==> src/pvt_pkg.sv <==
// Shared types, codes and constants of the priority voice table.
`default_nettype none
package pvt_pkg;
	localparam int VOICES = 16;
	localparam int SLOT_W = $clog2(VOICES);
	localparam int CNT_W = SLOT_W + 1;

	typedef enum logic [2:0] {
		OP_START, OP_STOP, OP_STOP_ALL, OP_SET_PARAM,
		OP_GET_PARAM, OP_NEXT_ID, OP_SET_HOOK, OP_GET_HOOK
	} op_t;

	localparam logic [3:0] PRM_GROUP    = 4'd0;
	localparam logic [3:0] PRM_PRIORITY = 4'd1;
	localparam logic [3:0] PRM_VOLUME   = 4'd2;
	localparam logic [3:0] PRM_PAN      = 4'd3;
	localparam logic [3:0] PRM_DETUNE   = 4'd4;
	localparam logic [3:0] PRM_PITCH    = 4'd5;
	localparam logic [3:0] PRM_USER     = 4'd6;
	localparam logic [3:0] PRM_COUNT    = 4'd7;
	localparam logic [3:0] PRM_RESERVED = 4'd8;

	localparam logic [1:0] ST_OK        = 2'd0;
	localparam logic [1:0] ST_NOT_FOUND = 2'd1;
	localparam logic [1:0] ST_BAD       = 2'd2;
	localparam logic [1:0] ST_NO_VOICE  = 2'd3;

	localparam logic [31:0] MAX7       = 32'h7f;
	localparam logic [31:0] GROUP_LIM  = 32'h10;
	localparam int          DETUNE_LIM = 9216;
	localparam logic [31:0] PITCH_MAX  = 32'hfff;
	localparam logic [31:0] HOOK_MAX   = 32'h80;
	localparam logic [6:0]  START_VOL  = 7'd127;
	localparam logic [6:0]  START_PAN  = 7'd64;

	// classified command handed from front to back
	typedef struct packed {
		op_t         op;
		logic [31:0] id;
		logic [3:0]  prm;
		logic [31:0] uval;
		logic [6:0]  pr;
		logic        bad;
	} cmd_t;

	typedef enum logic [1:0] {B_IDLE, B_SCAN, B_COMMIT, B_FINISH} bstate_t;
endpackage
`default_nettype wire

==> src/pvt_front.sv <==
// Front end: accepts command beats, classifies them and queues them for the back end.
`default_nettype none
module pvt_front import pvt_pkg::*; (
	input  wire logic        clk,
	input  wire logic        arst_n,
	input  wire logic        push,
	output logic             full,
	input  wire logic [2:0]  operation,
	input  wire logic [31:0] sound_id,
	input  wire logic [3:0]  param,
	input  wire logic [31:0] value,
	output cmd_t             cmd,
	output logic             cmd_valid,
	input  wire logic        cmd_take
);
	cmd_t       cls;
	cmd_t       q_mem_q [2];
	logic       wp_q, rp_q;
	logic [1:0] cnt_q;
	logic       do_push;
	logic signed [31:0] sval;

	assign sval = signed'(value);

	// priority clamp and argument range checks
	always_comb begin
		cls.op   = op_t'(operation);
		cls.id   = sound_id;
		cls.prm  = param;
		cls.uval = value;
		if (value[31])
			cls.pr = 7'd0;
		else if (value > MAX7)
			cls.pr = 7'd127;
		else
			cls.pr = value[6:0];
		cls.bad = 1'b0;
		unique case (op_t'(operation))
			OP_START: cls.bad = (sound_id == 32'd0);
			OP_SET_HOOK: cls.bad = (value > HOOK_MAX);
			OP_SET_PARAM: begin
				unique case (param)
					PRM_GROUP: cls.bad = (value >= GROUP_LIM);
					PRM_PRIORITY, PRM_VOLUME, PRM_PAN: cls.bad = (value > MAX7);
					PRM_DETUNE: cls.bad = (sval < -DETUNE_LIM) || (sval > DETUNE_LIM);
					PRM_PITCH: cls.bad = value[31] || (value > PITCH_MAX);
					PRM_USER: cls.bad = 1'b0;
					default: cls.bad = 1'b1;
				endcase
			end
			default: cls.bad = 1'b0;
		endcase
	end

	assign full      = (cnt_q == 2'd2);
	assign cmd_valid = (cnt_q != 2'd0);
	assign cmd       = q_mem_q[rp_q];
	assign do_push   = push && !full;

	// two-entry command queue
	always_ff @(posedge clk) begin
		if (do_push)
			q_mem_q[wp_q] <= cls;
	end

	always_ff @(posedge clk or negedge arst_n) begin
		if (!arst_n) begin
			wp_q  <= 1'b0;
			rp_q  <= 1'b0;
			cnt_q <= 2'd0;
		end else begin
			if (do_push)
				wp_q <= !wp_q;
			if (cmd_take && cmd_valid)
				rp_q <= !rp_q;
			cnt_q <= cnt_q + 2'(do_push) - 2'(cmd_take && cmd_valid);
		end
	end
endmodule
`default_nettype wire

==> src/pvt_back.sv <==
// Back end: voice table, sequential scan over the slots, commit and result register.
`default_nettype none
module pvt_back import pvt_pkg::*; (
	input  wire logic         clk,
	input  wire logic         arst_n,
	input  wire cmd_t         cmd,
	input  wire logic         cmd_valid,
	output logic              cmd_take,
	input  wire logic [127:0] gains,
	input  wire logic         pop,
	output logic              empty,
	output logic [1:0]        status,
	output logic [31:0]       result_value,
	output logic [7:0]        effective_volume,
	output logic [3:0]        voice_slot
);
	localparam logic [SLOT_W-1:0] LAST = SLOT_W'(VOICES - 1);

	// voice table
	logic [31:0]       vid_q   [VOICES];
	logic [6:0]        vpri_q  [VOICES];
	logic [6:0]        vvol_q  [VOICES];
	logic [6:0]        vpan_q  [VOICES];
	logic [3:0]        vgrp_q  [VOICES];
	logic [14:0]       vdet_q  [VOICES];
	logic [31:0]       vusr_q  [VOICES];
	logic [7:0]        vhook_q [VOICES];
	logic [SLOT_W-1:0] vage_q  [VOICES];

	bstate_t state_q, state_d;
	cmd_t    cmd_q;
	logic [SLOT_W-1:0] idx_q;

	// scan results
	logic              free_found_q, best_found_q, hit_q;
	logic [SLOT_W-1:0] free_slot_q, vic_slot_q, best_slot_q;
	logic [6:0]        vic_pri_q;
	logic [SLOT_W-1:0] vic_age_q, best_age_q;
	logic [6:0]        best_pri_q, best_vol_q, best_pan_q;
	logic [3:0]        best_grp_q;
	logic [14:0]       best_det_q;
	logic [31:0]       best_usr_q;
	logic [7:0]        best_hook_q;
	logic [CNT_W-1:0]  cnt_q;
	logic [31:0]       nxt_q;

	// commit results
	logic [1:0]        st_q;
	logic [31:0]       rv_q;
	logic [SLOT_W-1:0] slot_q;
	logic              touch_q;
	logic [6:0]        ev_vol_q;
	logic [3:0]        ev_grp_q;

	logic        out_v_q;
	logic        can_out;
	logic [31:0] cur_id;
	logic        match;

	// commit decisions
	logic [1:0]        st_c;
	logic [31:0]       rv_c;
	logic [SLOT_W-1:0] s_c;
	logic              start_c, steal_c, wr_set_c, wr_hook_c, touch_c, clear_c;
	logic [6:0]        ev_vol_c;
	logic [3:0]        ev_grp_c;

	logic [7:0]  gain;
	logic [15:0] prod;

	assign cur_id   = vid_q[idx_q];
	assign match    = (cmd_q.id != 32'd0) && (cur_id == cmd_q.id);
	assign can_out  = !out_v_q || pop;
	assign cmd_take = (state_q == B_IDLE) && cmd_valid;

	// sequencer
	always_ff @(posedge clk or negedge arst_n) begin
		if (!arst_n)
			state_q <= B_IDLE;
		else
			state_q <= state_d;
	end

	always_comb begin
		state_d = state_q;
		unique case (state_q)
			B_IDLE:   if (cmd_valid) state_d = B_SCAN;
			B_SCAN:   if (idx_q == LAST) state_d = B_COMMIT;
			B_COMMIT: state_d = B_FINISH;
			B_FINISH: if (can_out) state_d = B_IDLE;
			default:  state_d = B_IDLE;
		endcase
	end

	// scan: one slot per cycle
	always_ff @(posedge clk or negedge arst_n) begin
		if (!arst_n) begin
			idx_q        <= '0;
			free_found_q <= 1'b0;
			best_found_q <= 1'b0;
			hit_q        <= 1'b0;
			cnt_q        <= '0;
			nxt_q        <= '0;
		end else if (state_q == B_IDLE) begin
			idx_q        <= '0;
			free_found_q <= 1'b0;
			best_found_q <= 1'b0;
			hit_q        <= 1'b0;
			cnt_q        <= '0;
			nxt_q        <= '0;
		end else if (state_q == B_SCAN) begin
			idx_q <= idx_q + 1'b1;
			if (cur_id == 32'd0 && !free_found_q) begin
				free_found_q <= 1'b1;
				free_slot_q  <= idx_q;
			end
			if (idx_q == '0 || vpri_q[idx_q] < vic_pri_q ||
			    (vpri_q[idx_q] == vic_pri_q && vage_q[idx_q] > vic_age_q)) begin
				vic_slot_q <= idx_q;
				vic_pri_q  <= vpri_q[idx_q];
				vic_age_q  <= vage_q[idx_q];
			end
			if (match && (!best_found_q || vage_q[idx_q] < best_age_q)) begin
				best_found_q <= 1'b1;
				best_slot_q  <= idx_q;
				best_age_q   <= vage_q[idx_q];
				best_pri_q   <= vpri_q[idx_q];
				best_vol_q   <= vvol_q[idx_q];
				best_pan_q   <= vpan_q[idx_q];
				best_grp_q   <= vgrp_q[idx_q];
				best_det_q   <= vdet_q[idx_q];
				best_usr_q   <= vusr_q[idx_q];
				best_hook_q  <= vhook_q[idx_q];
			end
			if (match) begin
				cnt_q <= cnt_q + 1'b1;
				hit_q <= 1'b1;
			end
			if (cur_id != 32'd0 && cur_id > cmd_q.id && (nxt_q == 32'd0 || cur_id < nxt_q))
				nxt_q <= cur_id;
		end
	end

	always_ff @(posedge clk) begin
		if (cmd_take)
			cmd_q <= cmd;
	end

	// commit decision
	always_comb begin
		st_c      = ST_OK;
		rv_c      = '0;
		s_c       = best_slot_q;
		start_c   = 1'b0;
		steal_c   = 1'b0;
		wr_set_c  = 1'b0;
		wr_hook_c = 1'b0;
		clear_c   = 1'b0;
		touch_c   = 1'b0;
		ev_vol_c  = best_vol_q;
		ev_grp_c  = best_grp_q;
		unique case (cmd_q.op)
			OP_START: begin
				ev_vol_c = START_VOL;
				ev_grp_c = 4'd0;
				if (cmd_q.bad)
					st_c = ST_BAD;
				else if (free_found_q) begin
					s_c     = free_slot_q;
					start_c = 1'b1;
				end else if (cmd_q.pr < vic_pri_q)
					st_c = ST_NO_VOICE;
				else begin
					s_c     = vic_slot_q;
					start_c = 1'b1;
					steal_c = 1'b1;
				end
				touch_c = start_c;
			end
			OP_STOP: st_c = hit_q ? ST_OK : ST_NOT_FOUND;
			OP_STOP_ALL: clear_c = 1'b1;
			OP_SET_PARAM: begin
				if (!best_found_q)
					st_c = ST_NOT_FOUND;
				else if (cmd_q.bad)
					st_c = ST_BAD;
				else begin
					wr_set_c = 1'b1;
					touch_c  = 1'b1;
					if (cmd_q.prm == PRM_VOLUME) ev_vol_c = cmd_q.uval[6:0];
					if (cmd_q.prm == PRM_GROUP)  ev_grp_c = cmd_q.uval[3:0];
				end
			end
			OP_GET_PARAM: begin
				if (cmd_q.prm == PRM_COUNT)
					rv_c = 32'(cnt_q);
				else if (!best_found_q)
					st_c = ST_NOT_FOUND;
				else begin
					touch_c = 1'b1;
					unique case (cmd_q.prm)
						PRM_GROUP:    rv_c = 32'(best_grp_q);
						PRM_PRIORITY: rv_c = 32'(best_pri_q);
						PRM_VOLUME:   rv_c = 32'(best_vol_q);
						PRM_PAN:      rv_c = 32'(best_pan_q);
						PRM_DETUNE:   rv_c = {{17{best_det_q[14]}}, best_det_q};
						PRM_PITCH, PRM_RESERVED: rv_c = '0;
						PRM_USER:     rv_c = best_usr_q;
						default: begin
							st_c    = ST_BAD;
							touch_c = 1'b0;
						end
					endcase
				end
			end
			OP_NEXT_ID: rv_c = nxt_q;
			OP_SET_HOOK: begin
				if (cmd_q.bad)
					st_c = ST_BAD;
				else if (!best_found_q)
					st_c = ST_NOT_FOUND;
				else begin
					wr_hook_c = 1'b1;
					touch_c   = 1'b1;
				end
			end
			OP_GET_HOOK: begin
				if (!best_found_q)
					st_c = ST_NOT_FOUND;
				else begin
					rv_c    = 32'(best_hook_q);
					touch_c = 1'b1;
				end
			end
			default: st_c = ST_OK;
		endcase
	end

	// ids: stop frees during the scan, commit fills or clears
	always_ff @(posedge clk or negedge arst_n) begin
		if (!arst_n) begin
			for (int j = 0; j < VOICES; j++)
				vid_q[j] <= '0;
		end else if (state_q == B_SCAN && cmd_q.op == OP_STOP && match) begin
			vid_q[idx_q] <= '0;
		end else if (state_q == B_COMMIT) begin
			if (clear_c)
				for (int j = 0; j < VOICES; j++)
					vid_q[j] <= '0;
			if (start_c)
				vid_q[s_c] <= cmd_q.id;
		end
	end

	// ages and voice fields
	always_ff @(posedge clk) begin
		if (state_q == B_SCAN && cmd_q.op == OP_STOP && match) begin
			for (int j = 0; j < VOICES; j++)
				if (vid_q[j] != 32'd0 && vage_q[j] > vage_q[idx_q])
					vage_q[j] <= vage_q[j] - 1'b1;
		end else if (state_q == B_COMMIT) begin
			if (start_c) begin
				for (int j = 0; j < VOICES; j++)
					if (vid_q[j] != 32'd0 && SLOT_W'(j) != s_c)
						vage_q[j] <= vage_q[j]
							- SLOT_W'(steal_c && vage_q[j] > vic_age_q) + 1'b1;
				vage_q[s_c]  <= '0;
				vpri_q[s_c]  <= cmd_q.pr;
				vvol_q[s_c]  <= START_VOL;
				vgrp_q[s_c]  <= 4'd0;
				vpan_q[s_c]  <= START_PAN;
				vdet_q[s_c]  <= '0;
				vusr_q[s_c]  <= '0;
				vhook_q[s_c] <= '0;
			end
			if (wr_hook_c)
				vhook_q[s_c] <= cmd_q.uval[7:0];
			if (wr_set_c) begin
				unique case (cmd_q.prm)
					PRM_GROUP:    vgrp_q[s_c] <= cmd_q.uval[3:0];
					PRM_PRIORITY: vpri_q[s_c] <= cmd_q.uval[6:0];
					PRM_VOLUME:   vvol_q[s_c] <= cmd_q.uval[6:0];
					PRM_PAN:      vpan_q[s_c] <= cmd_q.uval[6:0];
					PRM_DETUNE:   vdet_q[s_c] <= cmd_q.uval[14:0];
					PRM_USER:     vusr_q[s_c] <= cmd_q.uval;
					default:      vusr_q[s_c] <= vusr_q[s_c];
				endcase
			end
		end
	end

	// register commit outcome
	always_ff @(posedge clk) begin
		if (state_q == B_COMMIT) begin
			st_q     <= st_c;
			rv_q     <= (st_c == ST_OK) ? rv_c : '0;
			slot_q   <= s_c;
			touch_q  <= touch_c && (st_c == ST_OK);
			ev_vol_q <= ev_vol_c;
			ev_grp_q <= ev_grp_c;
		end
	end

	// effective volume
	assign gain = gains[{ev_grp_q, 3'b000} +: 8];
	assign prod = ({1'b0, ev_vol_q} + 8'd1) * gain;

	// result register
	always_ff @(posedge clk or negedge arst_n) begin
		if (!arst_n)
			out_v_q <= 1'b0;
		else if (state_q == B_FINISH && can_out)
			out_v_q <= 1'b1;
		else if (pop)
			out_v_q <= 1'b0;
	end

	always_ff @(posedge clk) begin
		if (state_q == B_FINISH && can_out) begin
			status           <= st_q;
			result_value     <= rv_q;
			effective_volume <= touch_q ? prod[14:7] : 8'd0;
			voice_slot       <= touch_q ? slot_q[3:0] : 4'd0;
		end
	end

	assign empty = !out_v_q;

	a_fail_zero: assert property (@(posedge clk) disable iff (!arst_n)
		(out_v_q && status != ST_OK) |-> (result_value == 32'd0 && effective_volume == 8'd0
			&& voice_slot == 4'd0))
		else $error("failed command carries nonzero result fields");
	a_idle_idx: assert property (@(posedge clk) disable iff (!arst_n)
		(state_q == B_IDLE) |-> (idx_q == '0))
		else $error("scan index not parked while idle");
	a_cnt_max: assert property (@(posedge clk) disable iff (!arst_n)
		cnt_q <= CNT_W'(VOICES))
		else $error("match count beyond table size");
	a_finish: assert property (@(posedge clk) disable iff (!arst_n)
		(state_q == B_FINISH && can_out) |=> out_v_q)
		else $error("finished command not presented");
endmodule
`default_nettype wire

==> src/priority_voice_table.sv <==
// Top level: gain registers on the APB port, front end, back end.
// Command path: hand-off from the queue, scan over all 16 slots, commit, result register.
// The back end handles one command at a time, scans one slot per cycle, and takes the next command only when idle.
// A two-entry command queue takes beats while the back end is busy.
// Reset (arst_n low, asynchronous): all slots free, gains zero, queues empty.
`default_nettype none
module priority_voice_table import pvt_pkg::*; (
	input  wire logic        clk,
	input  wire logic        arst_n,
	input  wire logic        push,
	output logic             full,
	input  wire logic [2:0]  operation,
	input  wire logic [31:0] sound_id,
	input  wire logic [3:0]  param,
	input  wire logic [31:0] value,
	input  wire logic        pop,
	output logic             empty,
	output logic [1:0]       status,
	output logic [31:0]      result_value,
	output logic [7:0]       effective_volume,
	output logic [3:0]       voice_slot,
	input  wire logic        psel,
	input  wire logic        penable,
	input  wire logic        pwrite,
	input  wire logic [3:0]  paddr,
	input  wire logic [63:0] pwdata,
	output logic [63:0]      prdata,
	output logic             pready
);
	logic [63:0] gains_low_q, gains_high_q;
	cmd_t        cmd;
	logic        cmd_valid, cmd_take;

	assign pready = 1'b1;
	assign prdata = paddr[3] ? gains_high_q : gains_low_q;

	// gain registers
	always_ff @(posedge clk or negedge arst_n) begin
		if (!arst_n) begin
			gains_low_q  <= '0;
			gains_high_q <= '0;
		end else if (psel && penable && pwrite) begin
			if (paddr[3])
				gains_high_q <= pwdata;
			else
				gains_low_q <= pwdata;
		end
	end

	pvt_front u_front (
		.clk(clk), .arst_n(arst_n), .push(push), .full(full),
		.operation(operation), .sound_id(sound_id), .param(param), .value(value),
		.cmd(cmd), .cmd_valid(cmd_valid), .cmd_take(cmd_take)
	);

	pvt_back u_back (
		.clk(clk), .arst_n(arst_n), .cmd(cmd), .cmd_valid(cmd_valid),
		.cmd_take(cmd_take), .gains({gains_high_q, gains_low_q}), .pop(pop),
		.empty(empty), .status(status), .result_value(result_value),
		.effective_volume(effective_volume), .voice_slot(voice_slot)
	);
endmodule
`default_nettype wire
==> config.mk <==
export PLATFORM = sky130hd
export DESIGN_NAME = priority_voice_table
export DESIGN_NICKNAME = d
export VERILOG_FILES = /design/src/pvt_pkg.sv /design/src/pvt_front.sv /design/src/pvt_back.sv /design/src/priority_voice_table.sv
export SDC_FILE = /design/constraint.sdc
export NUM_CORES = 2
export LEC_CHECK = 0
export CORE_MARGIN = 3
export CORE_UTILIZATION = 35
export CTS_CLUSTER_DIAMETER = 40
export DETAILED_ROUTE_END_ITERATION = 7
export DONT_BUFFER_PORTS = 1
export PLACE_DENSITY = 0.58
export SETUP_SLACK_MARGIN = 0.02
export SYNTH_ARGS = -nofsm -noshare
export SYNTH_HDL_FRONTEND = slang
export SYNTH_SLANG_ARGS = --single-unit
export TNS_END_PERCENT = 5
==> constraint.sdc <==
create_clock -name clk -period 8.6 [get_ports clk]
set_clock_uncertainty 0.05 [all_clocks]
set_input_delay 1.72 -clock clk [delete_from_list [all_inputs] [get_ports clk]]
set_output_delay 1.72 -clock clk [all_outputs]
set_load 0.01 [all_outputs]
# Word level (Yosys, flattened, before mapping)
# Memory sizes are Yosys's and may differ from the RTL's. A register that Yosys moved wholly into a read port is not among the register bits.
# Index checks and enable logic that the tools add are counted.
# W data, S select, Z words.
dict set report totals {
  output_inout_bits 113
  ramBits 1502
  n_memories 9
  elab_cells 652
  ff_bits 821
}
# name words width read_ports rd_ports_with_merged_regs wr line_no
set memory_table {}
lappend memory_table {u_back.vusr_q 16 32 1 1 1 pvt_back.sv:26} ;# logic [31:0] vusr_q [VOICES];
lappend memory_table {u_back.vdet_q 16 15 1 1 1 pvt_back.sv:25} ;# logic [14:0] vdet_q [VOICES];
lappend memory_table {u_front.q_mem_q 2 79 1 1 1 pvt_front.sv:17} ;# cmd_t q_mem_q [2];
lappend memory_table {u_back.vhook_q 16 8 1 1 1 pvt_back.sv:27} ;# logic [7:0] vhook_q [VOICES];
lappend memory_table {u_back.vpan_q 16 7 1 1 1 pvt_back.sv:23} ;# logic [6:0] vpan_q [VOICES];
lappend memory_table {u_back.vpri_q 16 7 1 0 1 pvt_back.sv:21} ;# logic [6:0] vpri_q [VOICES];
lappend memory_table {{+3 memories} n/a n/a n/a n/a n/a n/a}
dict set report classes {
  bitwise 30
  mul 1
  n_reduce_logical 129
  muxes 286
  order_cmp 48
  shifts 1
  n_eq_ne 49
  addsub 53
}
# op count
set op_table {}
lappend op_table {{$mux W512} 6}
lappend op_table {{$reduce_bool A32 Y1} 18}
lappend op_table {{$and A512 B512 Y512} 1}
lappend op_table {{$bwmux W512} 1}
lappend op_table {{$not A512 Y512} 1}
lappend op_table {{$mux W32} 11}
lappend op_table {{$demux W32 S4} 2}
lappend op_table {{$mux W1} 203}
lappend op_table {{$pmux W32 S6} 1}
lappend op_table {{$gt A4 B4 Y1} 33}
lappend op_table {{$bmux W32 S4} 1}
lappend op_table {{$shiftx A128 B8 Y8} 1}
lappend op_table {{$mux W4} 26}
lappend op_table {{$logic_not A32 Y1} 3}
lappend op_table {{$pmux W32 S3} 1}
lappend op_table {{$add A4 B1 Y4 const B} 17}
lappend op_table {{$logic_and A1 B1 Y1} 65}
lappend op_table {{$mux W64} 1}
lappend op_table {{$sub A4 B1 Y4} 16}
lappend op_table {{$sub A4 B1 Y4 const B} 16}
lappend op_table {{$mux W7} 8}
lappend op_table {{$eq A32 B32 Y1} 1}
lappend op_table {{$ge A32 B5 Y1 const B} 1}
lappend op_table {{$gt A32 B12 Y1 const B} 1}
lappend op_table {{57 further kinds} 162}

# Logic depth before layout (Yosys ltp)
dict set report logic_depth {
  word_depth 14
  mapped_depth 24
}

# Hierarchy
# From an unflattened synthesis, not the netlist that was laid out.
dict set report unflattened {
  hier_cells 6972
  hier_area_um2 110609.8
}
# module instances seq_area_each_um2 cells_each area_each_um2
set by_module_without_submodules {}
lappend by_module_without_submodules {pvt_back 1 62174.6 6295 98530.7}
lappend by_module_without_submodules {pvt_front 1 4844.6 333 6292.3}
lappend by_module_without_submodules {priority_voice_table 1 3203.1 344 5786.8}

# Worst setup path before layout
# OpenSTA, ideal clock, no wires.
dict set report synth_timing {
  path_kind {flip-flop to flip-flop}
  startpoint {register u_back.ev_grp_q[0]}
  endpoint {register u_back.effective_volume[5] (data pin)}
  t_arrival_ns 6.056
  stages_incl_launch_ff 24
  required_time_ns 8.295
  setup_time_ns 0.255
  n_path_buf 3
  slack_ns 2.239
  cell_sequence {edfxtp_1 clkbuf_1 clkbuf_1 buf_2 mux4_2 mux2_2 o21ai_1 nor2_1 fa_1 inv_1 fa_1 inv_1 fa_1 inv_1 fa_1 inv_1 ha_1 nand2_1 nor4_1 a211oi_1 a21oi_1 a21o_1 xor2_1 and2_1}
}
dict set report synth_between {
  elab_chain_cells 2
}
# item line_no
set synth_rtl {}
lappend synth_rtl {{from (decl)} pvt_back.sv:53} ;# logic [3:0] ev_grp_q;
lappend synth_rtl {{from (signal assigned)} pvt_back.sv:300} ;# ev_grp_q <= ev_grp_c;
lappend synth_rtl {{$shiftx A128 B8 Y8} pvt_back.sv:305} ;# assign gain = gains[{ev_grp_q, 3'b000} +: 8];
lappend synth_rtl {{$mul A16 B8 Y15} pvt_back.sv:306} ;# assign prod = ({1'b0, ev_vol_q} + 8'd1) * gain;
lappend synth_rtl {{to (signal assigned)} pvt_back.sv:322} ;# effective_volume <= touch_q ? prod[14:7] : 8'd0;
lappend synth_rtl {{to (decl)} pvt_back.sv:14} ;# output logic [7:0] effective_volume,
# Every way passes these cells.
# A chain may end at the register's enable or synchronous reset.

# Worst setup path after layout
dict set report layout_timing {
  startpoint {register u_back.ev_grp_q[1]}
  endpoint {register u_back.effective_volume[5] (data pin)}
}
# The elaborated chain is that of the path after synthesis.

==> reports/summary.txt <==
synthesis-to-layout area growth - 16.3%
total of max-cap violations - 0
worst path bufs/invs - 5
CP startpoint kind - register
setup repair after global routing missed its margin - false
post-synthesis simple-gate area fraction - 5.42%
min Tclk post-route - 6970 ps
worst hold path class - register to register
Fmax - 143 MHz
die height - 565 um
combinational family with the most area after synthesis - multiplexers
Final Hold Vio Count - 0
RePlAce Congestion - 0.906
total negative slack - 0 ps
leak pwr - 43.1 nW
clk slew on worst S/H paths - 60 ps
synth unique cells - 92
CP Depth - 21
CP Cell Sequence - buf_4 > mux4_2 > mux2_2 > o21ai_1 > nor2_1 > fa_1 > inv_1 > fa_1 > inv_1 > fa_1 > inv_1 > fa_1 > inv_1 > ha_1 > nand2_1 > nor4_1 > a211oi_1 > a21oi_1 > a21o_1 > xor2_1 > and2_1
Largest delay share family, worst path - adder cells
worst rel slew slack - 0.829%
vias in the first global route - 65600
layout cell share with drive strength beyond 1 - 25.0%
post-CTS setup buffer count - 0
TritonCTS clock tree - built
worst vdd ir - 510 uV
Worst Path Max Fanout - 10
Syn Inst Count - 6665
first-pass GRT wire length - 465000 um
max-slew violations - 0
starting density of the core - 35.3%
Buffers on Ports - 0
Tot Pwr - 41.1 mW
area of the core - 310000 um2
initial DRC count - 7001
IO Pins - 259
Worst-Margin Slew - 1490 ps
largest net degree at the start of global routing - 693
Syn Area/Cell - 16.4 um2
maximum clock insertion buffer count - 4
Hold-fix buffers, CTS - 0
Crit path largest cell delay - 1030 ps
Routed WL - 321000 um
FF+latch count, synth - 2475
via count - 64600
post-route ant nets - 0
leading cell types by count after synthesis - 1720 x edfxtp_1, 691 x dfrtp_1, 580 x mux4_2, 343 x nor2_1, 326 x a22o_1
most frequent cell after synthesis - edfxtp_1
CTS sink count - 2475
largest area contributor in the netlist - edfxtp_1
post-CTS sizing - 0
# H-tree levels - 5
fillers - 27600
Post-Synth Adder-Cell Area - 4.26%
worst reg2reg path depth - 21
hold path depth - 0
post-detail-place hpwl - 206000 um
DRC viols - 3
xor-xnor portion of the synthesized cell area - 0.504%
critical path's slowest cell - edfxtp_1
Synth top area share - 47.2%
Reg2Reg Setup Slack - 1630 ps
Post-Syn Area - 109000 um2
Post-synth ARST share - 27.9%
failing checks - design-rule violations
YS warnings - 0
Power per Cell Area - 323 nW/um2
post-synthesis mux area share - 15.7%
WL/cell - 28.6 um
DIE AREA - 319000 um2
worst path arrival time - 7540 ps
Root Driver - clkbuf_16
required time worst endpoint - 9170 ps
Post-synth EDFFs - 1720
CTS Buf Count - 359
nets@finish - 7298
die width - 565 um
total track usage - 19.7%
Vias/cell - 5.75
top post-synthesis cells by area - edfxtp_1 47%, dfrtp_1 16%, mux4_2 12%, ha_1 3.6%, mux2_2 3.1%
Synth Area in Compound Gates - 7.49%
most used flip-flop cell after synthesis - edfxtp_1
Pre-antenna DRT Iters - 8
outcome - finished with violations
register area share after synthesis - 64.2%
final critical-path share of the clock period - 81.1%
Mapped Nets - 7163
initial antenna violation count - 23
Setup Crit Path Kind - register to register
Rows - 204
Finish-stage setup viols - 0
clock latency on the worst-skew pair - 970 ps
crit end category - register
grt ovf - 0
[power breakdown]
group / total [mW] / internal (mW) / switching, mW
registers: 15.1 / 14.0 / 1.05
clock network: 15.2 / 9.42 / 5.76
logic: 10.9 / 4.15 / 6.74
total: 41.1 / 27.6 / 13.5
[layout by cell type (no fill, tap or decap), types with 27 or more instances in the layout]
cell type and n:
clkinvlp_4 40, xor2_1 36, mux2_2 300, inv_1 214, fa_1 34, bufinv_16 48, and3_1 69, clkinv_4 27
inv_6 28, dfxtp_1 64, nor2b_1 45, dfrtp_1 686, nand2_1 212, nor3_1 37, a22oi_1 78, buf_4 156
clkbuf_1 38, mux4_2 580, clkinv_2 45, ha_1 316, a21oi_1 138, nand2b_1 40, mux2i_1 76, o2bb2ai_1 186
nand4_1 77, nor2_4 28, nand3_1 41, o21ai_0 112, and2_1 29, clkinv_1 32, a22o_1 326, clkbuf_16 363
nor2_1 308, nor4_1 171, edfxtp_1 1720, xnor2_1 27
[flip-flops by register name (all words and copies together) (netlist names), 64 cells and up]
signal / count
u_back.vpri_q: 112
gains_low_q: 64
u_back.vpan_q: 112
u_back.vgrp_q: 64
u_back.vage_q: 64
u_back.vhook_q: 128
u_back.cmd_q: 79
u_back.vusr_q: 512
gains_high_q: 64
u_back.vid_q: 512
u_back.vvol_q: 112
u_back.vdet_q: 240
u_front.q_mem_q: 158
[per-layer routing]
metal / GRT usage, % / part of all wire (%) / vias to the layer above
met3: 4.42 / 8.7 / 651
met4: 7.95 / 4.3 / 0
met1: 26.2 / 40 / 33900
met5: 0 / 0 / -
li1: - / - / 27100
met2: 31.4 / 47 / 2972
[final cells by class]
type	instances	area, um2	area share [%]
repair buffers	163	1330	1.05
multi-input cells	3583	37100	29.1
inverters	218	828	0.651
well taps	4120	5150	4.05
clock buffers	413	9390	7.38
flip-flops and latches	2475	70200	55.2
diodes	19	47.5	0.0374
clock inverters	253	3210	2.52
[kinds of logic (layout without fill, tap and decap cells)]
kind of cell / after synthesis / in the layout
compound gates: 1047 / 1047
xor+xnor: 63 / 63
fa+ha+maj: 352 / 352
buf+inv: 607 / 1047
flops: 2475 / 2475
mux: 957 / 957
other cells: 1 / 20
simple gates: 1163 / 1163
[path summary, 6_finish.rpt]
kind	startpoint	to
min	u_back.rv_q[26]$_SDFFCE_PN0P_	u_back.result_value[26]$_DFFE_PP_
min in group asynchronous	arst_n	u_front.cnt_q[0]$_DFF_PN0_
max in group asynchronous	arst_n	gains_high_q[51]$_DFFE_PN0P_
min reg2reg	u_back.rv_q[26]$_SDFFCE_PN0P_	u_back.result_value[26]$_DFFE_PP_
max	u_back.ev_grp_q[1]$_DFFE_PP_	u_back.effective_volume[5]$_SDFFCE_PN0P_
max reg2reg	u_back.ev_grp_q[1]$_DFFE_PP_	u_back.effective_volume[5]$_SDFFCE_PN0P_
[per-stage QoR]
step | instance area [um2] | setup slack, ps | cells | util, % | hold slack (ps)
floorplan | 109000 | 2240 | 6665 | - | 350
global placement | 115000 | 1430 | 10600 | 37.0 | 358
detailed placement | 115000 | 1420 | 10600 | 37.0 | 356
CTS | 127000 | 1410 | 11200 | 41.0 | 351
global route | 127000 | 1170 | 11200 | 41.1 | 346
finish | 127000 | 1630 | 11200 | 41.1 | 365
No activity file was read; power rests on OpenSTA's default activity.
